**src/rtl/gp_pkg.sv**
```systemverilog
package gp_pkg;

  localparam int FREQ_BITS = 16;
  localparam int MAX_CLASSES_DEF = 64;
  localparam int PCT_SCALE = 100;
  localparam int RANK_MAX = 99;
  localparam int WIDTH_BITS = 31;

  typedef enum logic [1:0] {
    ACT_CLEAR = 2'd0,
    ACT_LOAD  = 2'd1,
    ACT_QUERY = 2'd2
  } action_t;

  typedef enum logic [1:0] {
    ST_OK      = 2'd0,
    ST_MISSING = 2'd1,
    ST_EMPTY   = 2'd2
  } status_t;

  typedef enum logic [1:0] {
    REG_LOWER_LIMIT = 2'd0,
    REG_CLASS_WIDTH = 2'd1,
    REG_CLASS_COUNT = 2'd2
  } reg_index_t;

  typedef struct packed {
    logic [1:0]           action;
    logic [FREQ_BITS-1:0] class_frequency;
    logic [6:0]           percentile_rank;
  } cmd_t;

  typedef struct packed {
    logic signed [31:0] percentile_value;
    logic [1:0]         status;
  } result_t;

endpackage

```
**src/rtl/gp_mem.sv**
```systemverilog
module gp_mem #(
  parameter int DEPTH = 64,
  parameter int AW = 6,
  parameter int DW = 22
) (
  input  logic          clk,
  input  logic          we,
  input  logic [AW-1:0] waddr,
  input  logic [DW-1:0] wdata,
  input  logic [AW-1:0] raddr,
  output logic [DW-1:0] rdata
);

  logic [DW-1:0] mem [DEPTH];

  always_ff @(posedge clk) begin
    if (we) begin
      mem[waddr] <= wdata;
    end
    rdata <= mem[raddr];
  end

endmodule

```
**src/rtl/gp_div.sv**
```systemverilog
// Bit-serial scaled quotient floor(diff * w / den), diff <= den.
// Each bit of w takes an accumulate step (D_ADD) and a reduce step (D_SUB).
module gp_div #(
  parameter int DW = 29
) (
  input  logic                             clk,
  input  logic                             rst,
  input  logic                             start,
  input  logic [DW-1:0]                    diff,
  input  logic [DW-1:0]                    den,
  input  logic [gp_pkg::WIDTH_BITS-1:0]    w,
  output logic                             done,
  output logic [gp_pkg::WIDTH_BITS-1:0]    q,
  output logic                             inexact
);
  import gp_pkg::*;

  localparam int KW = $clog2(WIDTH_BITS);

  typedef enum logic [2:0] {
    D_IDLE = 3'b001,
    D_ADD  = 3'b010,
    D_SUB  = 3'b100
  } dstate_t;

  dstate_t         state;
  logic [DW+1:0]   rem;
  logic [DW:0]     den2;
  logic [DW-1:0]   den_r;
  logic [DW-1:0]   diff_r;
  logic [WIDTH_BITS-1:0] w_r;
  logic [KW-1:0]   k;

  assign inexact = (rem != '0);

  always_ff @(posedge clk) begin
    if (rst) begin
      state <= D_IDLE;
      done  <= 1'b0;
    end else begin
      done <= 1'b0;
      case (state)
        D_IDLE: begin
          if (start) begin
            q      <= '0;
            rem    <= '0;
            den_r  <= den;
            den2   <= {den, 1'b0};
            diff_r <= diff;
            w_r    <= w;
            k      <= KW'(WIDTH_BITS - 1);
            if (den == '0) begin
              done <= 1'b1;
            end else begin
              state <= D_ADD;
            end
          end
        end
        D_ADD: begin
          rem   <= {rem[DW:0], 1'b0} + (w_r[k] ? (DW+2)'(diff_r) : '0);
          state <= D_SUB;
        end
        D_SUB: begin
          if (rem >= (DW+2)'(den2)) begin
            rem <= rem - (DW+2)'(den2);
            q   <= {q[WIDTH_BITS-2:0], 1'b0} + WIDTH_BITS'(2);
          end else if (rem >= (DW+2)'(den_r)) begin
            rem <= rem - (DW+2)'(den_r);
            q   <= {q[WIDTH_BITS-2:0], 1'b0} + WIDTH_BITS'(1);
          end else begin
            q   <= {q[WIDTH_BITS-2:0], 1'b0};
          end
          if (k == '0) begin
            done  <= 1'b1;
            state <= D_IDLE;
          end else begin
            k     <= k - 1'b1;
            state <= D_ADD;
          end
        end
        default: state <= D_IDLE;
      endcase
    end
  end

endmodule

```
**src/rtl/grouped_percentile_core.sv**
```systemverilog
// Channel   Direction  Handshake                     Payload
// command   in         start high while busy low     cmd (action, frequency, rank)
// result    out        done strobe, one cycle        result (value, status)
// config    in         APB write, pready always high three registers at 0, 4, 8
//
// Clear and load complete on the transfer and leave the block ready for the next
// transfer. A query with classes missing strobes done in the next cycle, one with
// an empty total from S_TOTAL. Otherwise S_TOTAL leads to S_READ and S_CMP per
// scanned class up to the class found c, setup, the divider (which returns at
// once when class c is empty) and the final add. Reset (rst, synchronous)
// empties the histogram count, not the memory. The receiver cannot stall results.
module grouped_percentile_core #(
  parameter int MAX_CLASSES = gp_pkg::MAX_CLASSES_DEF
) (
  input  logic            clk,
  input  logic            rst,
  input  logic            start,
  output logic            busy,
  input  gp_pkg::cmd_t    cmd,
  output logic            done,
  output gp_pkg::result_t result,
  input  logic            psel,
  input  logic            penable,
  input  logic            pwrite,
  input  logic [3:0]      paddr,
  input  logic [31:0]     pwdata,
  output logic [31:0]     prdata,
  output logic            pready
);
  import gp_pkg::*;

  // Address width of the cumulative store, count width able to hold MAX_CLASSES,
  // cumulative count width, and the width of values scaled by one hundred.
  localparam int AW  = (MAX_CLASSES > 1) ? $clog2(MAX_CLASSES) : 1;
  localparam int NW  = $clog2(MAX_CLASSES + 1);
  localparam int CW  = FREQ_BITS + AW;
  localparam int DW  = CW + 7;
  localparam int BW  = AW + WIDTH_BITS;
  localparam int VW  = AW + 34;

  typedef enum logic [9:0] {
    S_IDLE   = 10'b0000000001,
    S_TOTAL  = 10'b0000000010,
    S_READ   = 10'b0000000100,
    S_CMP    = 10'b0000001000,
    S_PREP1  = 10'b0000010000,
    S_PREP2  = 10'b0000100000,
    S_LAUNCH = 10'b0001000000,
    S_WAIT   = 10'b0010000000,
    S_FIN1   = 10'b0100000000,
    S_FIN2   = 10'b1000000000
  } state_t;

  // Configuration registers.
  logic signed [31:0]    first_lower_limit;
  logic [WIDTH_BITS-1:0] class_width;
  logic [6:0]            class_count;

  state_t          state;
  logic [NW-1:0]   loaded;
  logic [CW-1:0]   last_cum;
  logic [NW-1:0]   n_eff;
  logic [6:0]      rank;
  logic [DW-1:0]   target;
  logic [AW-1:0]   cls;
  logic [CW-1:0]   prev;
  logic [CW-1:0]   cur;
  logic [CW-1:0]   freq;
  logic [DW-1:0]   prev100;
  logic [DW-1:0]   diff;
  logic [DW-1:0]   den;
  logic [BW-1:0]   cls_width;
  logic signed [VW-1:0] sum;
  logic signed [VW-1:0] adj;

  logic            mem_we;
  logic [AW-1:0]   mem_waddr;
  logic [CW-1:0]   mem_wdata;
  logic [AW-1:0]   mem_raddr;
  logic [CW-1:0]   mem_rdata;

  logic            div_start;
  logic            div_done;
  logic [WIDTH_BITS-1:0] div_q;
  logic            div_inexact;

  logic            accept;
  logic [6:0]      rank_in;
  logic            hit;

  assign pready = 1'b1;
  assign busy   = (state != S_IDLE);
  assign accept = start && !busy;

  // Configuration writes complete in the access phase of an APB transfer.
  always_ff @(posedge clk) begin
    if (rst) begin
      first_lower_limit <= '0;
      class_width       <= WIDTH_BITS'(256);
      class_count       <= 7'd1;
    end else if (psel && penable && pwrite) begin
      case (reg_index_t'(paddr[3:2]))
        REG_LOWER_LIMIT: first_lower_limit <= pwdata;
        REG_CLASS_WIDTH: class_width       <= pwdata[WIDTH_BITS-1:0];
        REG_CLASS_COUNT: class_count       <= pwdata[6:0];
        default: ;
      endcase
    end
  end

  always_comb begin
    case (reg_index_t'(paddr[3:2]))
      REG_LOWER_LIMIT: prdata = first_lower_limit;
      REG_CLASS_WIDTH: prdata = 32'(class_width);
      REG_CLASS_COUNT: prdata = 32'(class_count);
      default:         prdata = '0;
    endcase
  end

  // The class count is clamped into one through MAX_CLASSES.
  always_comb begin
    if (class_count == '0) begin
      n_eff = NW'(1);
    end else if (32'(class_count) > 32'(MAX_CLASSES)) begin
      n_eff = NW'(MAX_CLASSES);
    end else begin
      n_eff = NW'(class_count);
    end
  end

  always_comb begin
    if (cmd.percentile_rank == '0) begin
      rank_in = 7'd1;
    end else if (cmd.percentile_rank > 7'(RANK_MAX)) begin
      rank_in = 7'(RANK_MAX);
    end else begin
      rank_in = cmd.percentile_rank;
    end
  end

  // A load appends to the running total kept in last_cum, so it needs no read.
  assign mem_we    = accept && (action_t'(cmd.action) == ACT_LOAD) && (loaded < n_eff);
  assign mem_waddr = loaded[AW-1:0];
  assign mem_wdata = last_cum + CW'(cmd.class_frequency);

  // The total lives in the last class in use; the scan reads one class a step.
  assign mem_raddr = (state == S_IDLE) ? AW'(n_eff - 1'b1) : cls;

  assign hit = (DW'(mem_rdata) * DW'(PCT_SCALE) >= target) ||
               (NW'(cls) == n_eff - 1'b1);

  assign div_start = (state == S_LAUNCH);

  always_comb begin
    adj = sum;
    if (div_inexact && sum[VW-1]) begin
      adj = sum + VW'(1);
    end
  end

  always_ff @(posedge clk) begin
    if (rst) begin
      state    <= S_IDLE;
      loaded   <= '0;
      last_cum <= '0;
      done     <= 1'b0;
    end else begin
      done <= 1'b0;
      case (state)
        S_IDLE: begin
          if (accept) begin
            case (action_t'(cmd.action))
              ACT_CLEAR: begin
                loaded   <= '0;
                last_cum <= '0;
              end
              ACT_LOAD: begin
                if (mem_we) begin
                  loaded   <= loaded + 1'b1;
                  last_cum <= mem_wdata;
                end
              end
              ACT_QUERY: begin
                rank <= rank_in;
                if (loaded < n_eff) begin
                  result.percentile_value <= '0;
                  result.status           <= ST_MISSING;
                  done                    <= 1'b1;
                end else begin
                  state <= S_TOTAL;
                end
              end
              default: ;
            endcase
          end
        end
        S_TOTAL: begin
          if (mem_rdata == '0) begin
            result.percentile_value <= '0;
            result.status           <= ST_EMPTY;
            done                    <= 1'b1;
            state                   <= S_IDLE;
          end else begin
            target <= DW'(rank) * DW'(mem_rdata);
            cls    <= '0;
            prev   <= '0;
            state  <= S_READ;
          end
        end
        S_READ: state <= S_CMP;
        S_CMP: begin
          if (hit) begin
            cur   <= mem_rdata;
            state <= S_PREP1;
          end else begin
            prev  <= mem_rdata;
            cls   <= cls + 1'b1;
            state <= S_READ;
          end
        end
        S_PREP1: begin
          freq    <= cur - prev;
          prev100 <= DW'(prev) * DW'(PCT_SCALE);
          state   <= S_PREP2;
        end
        S_PREP2: begin
          diff      <= target - prev100;
          den       <= DW'(freq) * DW'(PCT_SCALE);
          cls_width <= BW'(cls) * BW'(class_width);
          state     <= S_LAUNCH;
        end
        S_LAUNCH: state <= S_WAIT;
        S_WAIT: begin
          if (div_done) begin
            state <= S_FIN1;
          end
        end
        S_FIN1: begin
          sum   <= VW'(first_lower_limit) + VW'(cls_width) + VW'(div_q);
          state <= S_FIN2;
        end
        S_FIN2: begin
          // Saturate to the signed 32-bit range.
          if (adj[VW-1:31] == '0 || adj[VW-1:31] == '1) begin
            result.percentile_value <= adj[31:0];
          end else if (adj[VW-1]) begin
            result.percentile_value <= 32'sh8000_0000;
          end else begin
            result.percentile_value <= 32'sh7fff_ffff;
          end
          result.status <= ST_OK;
          done          <= 1'b1;
          state         <= S_IDLE;
        end
        default: state <= S_IDLE;
      endcase
    end
  end

  gp_mem #(
    .DEPTH(MAX_CLASSES),
    .AW(AW),
    .DW(CW)
  ) u_mem (
    .clk(clk),
    .we(mem_we),
    .waddr(mem_waddr),
    .wdata(mem_wdata),
    .raddr(mem_raddr),
    .rdata(mem_rdata)
  );

  gp_div #(
    .DW(DW)
  ) u_div (
    .clk(clk),
    .rst(rst),
    .start(div_start),
    .diff(diff),
    .den(den),
    .w(class_width),
    .done(div_done),
    .q(div_q),
    .inexact(div_inexact)
  );

endmodule

```
**config.mk**
```make
export PLATFORM = sky130hd
export DESIGN_NAME = grouped_percentile_core
export DESIGN_NICKNAME = d
export VERILOG_FILES = /design/src/rtl/gp_pkg.sv /design/src/rtl/gp_mem.sv /design/src/rtl/gp_div.sv /design/src/rtl/grouped_percentile_core.sv
export SDC_FILE = /design/constraint.sdc
export NUM_CORES = 2
export LEC_CHECK = 0
export BUFFER_PORTS_ARGS = -buffer_cell sky130_fd_sc_hd__buf_2
export CAP_MARGIN = 20
export CORE_AREA = 5 5 434 436
export CTS_CLUSTER_DIAMETER = 120
export DETAILED_ROUTE_END_ITERATION = 10
export DIE_AREA = 0 0 439 441
export PLACE_DENSITY = 0.7
export SYNTH_ARGS = -nofsm -noshare
export SYNTH_HDL_FRONTEND = slang
export SYNTH_SLANG_ARGS = --single-unit
export TNS_END_PERCENT = 50
```
**constraint.sdc**
```tcl
create_clock -name clk -period 11.1 [get_ports clk]
set_clock_uncertainty 0.05 [all_clocks]
set_input_delay 0.555 -clock clk [delete_from_list [all_inputs] [get_ports clk]]
set_output_delay 0.555 -clock clk [all_outputs]
set_load 0.01 [all_outputs]
```
==> impl_metrics.tcl <==
set metrics [dict create \
    start_kind "flip-flop" \
    dp_hpwl_um 159400 \
    routabilityCongestion 0.9031 \
    firstDrtPassIters 6 \
    grt_pass1_vias 63180 \
    clkTransAtPathRegs_ns 0.06 \
    syn_to_final_growth_pct 10.75 \
    syn_avg_cell_area_um2 13.81 \
    final-instance-count-excl-fill 10370 \
    netlist-cell-type-count 89 \
    grt_overflow 0 \
    cp.arrival_ns 7.11 \
    wl_per_cell_um 23.53 \
    wl_met1_um 99590 \
    hold_class "primary input to flip-flop" \
    top_layer_used "met4" \
    fin_nets 8629 \
    dr_total_vias 62750 \
    viasPerCell 6.051 \
    cts_tree "done" \
    synthCells 7528 \
    finalHoldViolCount 0 \
    core_area_um2 184200 \
    rrSetupSlack_ns 4.35 \
    cp_max_fo 22 \
    fill_cells 13650 \
    seqCellArea_um2 58700 \
    drc 0 \
    grt_max_degree 123 \
    reg2regPathDepth 21 \
    fmax_mhz 148.1 \
    status "finished, final reports clean" \
    rows 158 \
    port-buffer-count 132 \
    rsz0062_at_grt "no" \
    die_h_um 441 \
    crit_chain "inv_1 > ha_1 > ha_1 > inv_1 > fa_1 > inv_1 > ha_1 > nor3_1 > and2_1 > a21boi_0 > o31ai_1 > or2_2 > a21o_1 > a21oi_1 > xnor2_1 > ha_1 > nand4_1 > nor4_1 > o211ai_1 > nand3_1 > and3_1" \
    layout_commonest_cell "edfxtp_1" \
    crit_type "flip-flop to flip-flop" \
    syn_nets 8441 \
    ir_worst_vdd_mv 0.1790 \
    critPathRequiredTime_ns 11.46 \
    antenna_found_initial 4 \
    cts_setup_buffers 0 \
    syn_area_um2 104000 \
    yosysWarnings 0 \
    cpMostUsedCell "ha_1" \
    dp_cells 9947 \
    power_density_nw_per_um2 154.4 \
    synth_seq_cells 2000 \
    maxCapViolations 0 \
    mostFrequentLayoutCells "1864 x edfxtp_1, 659 x nand2_1, 617 x inv_1, 540 x ha_1, 361 x mux4_2" \
    multi_input_area_um2 42190 \
    ant_nets 0 \
    numCtsBuffers 203 \
    clk_latency_ns 0.85 \
    seq_area_frac_synth_pct 56.44 \
    synth_edf_count 1864 \
    cts-htree-levels 4 \
    grt_pass1_wl_um 372700 \
    slew_violations 0 \
    cp_slowest_cell "and3_1" \
    drtIter0Drc 5278 \
    r2r_end "cur[8]" \
    clk_path_buf_depth 3 \
    worstSetupEndpoint "cur[8]" \
    r2r-start "u_mem.rdata[7]" \
    cpPeakStageDelay_ns 0.90 \
    critPathLaunch "u_mem.rdata[7]" \
    initial_utilization_pct 56.44 \
    async_reset_ff_share_pct 0 \
    p_leak_nw 44.07 \
    finalCriticalPeriod_ns 6.753 \
    wl_um 244000 \
    drive_above_1_share_pct 14.16 \
    dr_wl_met2_um 119100 \
    finalSetupViolations 0 \
    dr_wl_met3_um 16630 \
    cts-root-buf "clkbuf_16" \
    cts_sinks 2000 \
    ys.flop_type "edfxtp_1" \
    end_kind "flip-flop" \
    track_usage_pct 25.19 \
    dieArea_um2 193600 \
    io_pins 136 \
    worst_slew_pin_slew_ns 1.093 \
    fin_tns_setup_ns 0 \
    timing.slew.headroom_pct 27.06 \
    period_share_pct 60.84 \
    die_w_um 439 \
]
## cell type report
cell class	count	area share [%]
sequential	2000	50.96
timing repair buffer	292	1.792
clock inverter	125	1.193
multi-input combinational	4599	36.63
tap	2480	2.694
antenna	2	0.004345
clock buffer	252	4.704
inverter	620	2.021
## state kept, by name, summed over array words and instances, names as in the netlist, 31 cells and up
signal,cells
class_width,31
cls_width,37
first_lower_limit,32
u_div.q,31
u_div.rem,31
sum,40
u_mem.mem,1408
result,34
u_div.w_r,31
## cell usage after synthesis (22+ instances only)
master / instances / area [um2]
a21oi_1: 338 / 1692
clkbuf_1: 167 / 626.9
nand3_1: 103 / 515.5
o21a_1: 61 / 457.9
o21ai_0: 182 / 910.9
mux2i_1: 147 / 1471
a22oi_1: 89 / 668.1
and2_1: 87 / 544.3
mux2_2: 44 / 495.5
inv_1: 618 / 2320
a31oi_1: 23 / 143.9
nand2b_1: 33 / 206.5
a21o_1: 92 / 690.7
nand4_1: 51 / 319.1
o211ai_1: 28 / 210.2
edfxtp_1: 1864 / 55970
clkbuf_2: 22 / 110.1
dfxtp_1: 136 / 2723
a221o_1: 24 / 240.2
ha_1: 541 / 6769
mux4_2: 361 / 8130
o2111ai_1: 27 / 236.5
fa_1: 305 / 6106
o21bai_1: 34 / 255.2
nor4_1: 30 / 187.7
buf_2: 47 / 235.2
xor2_1: 141 / 1235
or3_1: 43 / 269.0
buf_4: 25 / 187.7
buf_1: 28 / 105.1
o22ai_1: 32 / 200.2
nor3_1: 96 / 480.5
and3_1: 59 / 369.1
nand2_1: 660 / 2477
a211oi_1: 49 / 367.9
xnor2_1: 193 / 1690
nor2b_1: 70 / 437.9
nor2_1: 400 / 1501
## per-layer routing
metal	GRT usage [%]	up-vias
met5	0	-
met4	8.853	0
met3	3.641	418
met2	42.06	2278
met1	34.17	31690
li1	-	28370
## worst max-delay path, delay by kind of cell (launching register included)
family	cells	cell delay, ns
flip-flops	1	0.70
AND/OR/NAND/NOR	7	2.46
buffers and inverters	3	0.31
adder cells (fa/ha/maj)	5	1.58
XOR/XNOR	1	0.09
AO/OA/AOI/OAI	5	1.09
## power by group
part | internal [W] | switching [W]
Combinational | 0.00105 | 0.00144
Sequential | 0.00834 | 0.0000587
Clock | 0.00395 | 0.00294
## cell families (layout without fill, tap and decap cells)
logic type	count (synthesis)	count (layout)	synth area share (%)
xor gates and xnor gates	334	334	2.813
other	1	3	0.003606
buffers and inverters	929	1289	3.705
and+or+nand+nor	1717	1717	7.671
DFF	2000	2000	56.44
AOI/OAI and AO/OA	1149	1149	7.275
adders and majority gates	846	846	12.38
muxes	552	552	9.709
## timing repair
action,4_1_cts,5_1_grt
hold buffers,39,0
endpoints found under the hold margin,77,0
setup endpoints to repair,0,0
resized for setup,0,0
## metrics by stage
stage | cell area [um2] | total power [W] | setup WS (ns) | utilization [%] | hold slack [ns]
after floorplan | 104000 | 0.01041 | 3.031 | - | 0.3503
after global placement | 107900 | 0.01097 | 4.444 | 58.56 | 0.3537
after detailed placement | 107900 | 0.01103 | 4.366 | 58.56 | 0.3545
after CTS | 115100 | 0.01790 | 4.268 | 62.46 | 0.04791
after global routing | 115200 | 0.01852 | 3.869 | 62.51 | 0.09545
final | 115200 | 0.01778 | 4.347 | 62.51 | 0.1358
## how the worst min path moves through the flow
stage | cells after the start | startpoint | to
3_5_place_dp | 0 | diff[16] | u_div.diff_r[16]
3_3_place_gp | 0 | diff[18] | u_div.diff_r[18]
6_report | 2 | rst | u_div.done
5_1_grt | 2 | rst | u_div.done
4_1_cts | 2 | rst | u_div.done
2_1_floorplan | 0 | diff[0] | u_div.diff_r[0]
(Power assumes the default switching activity.)
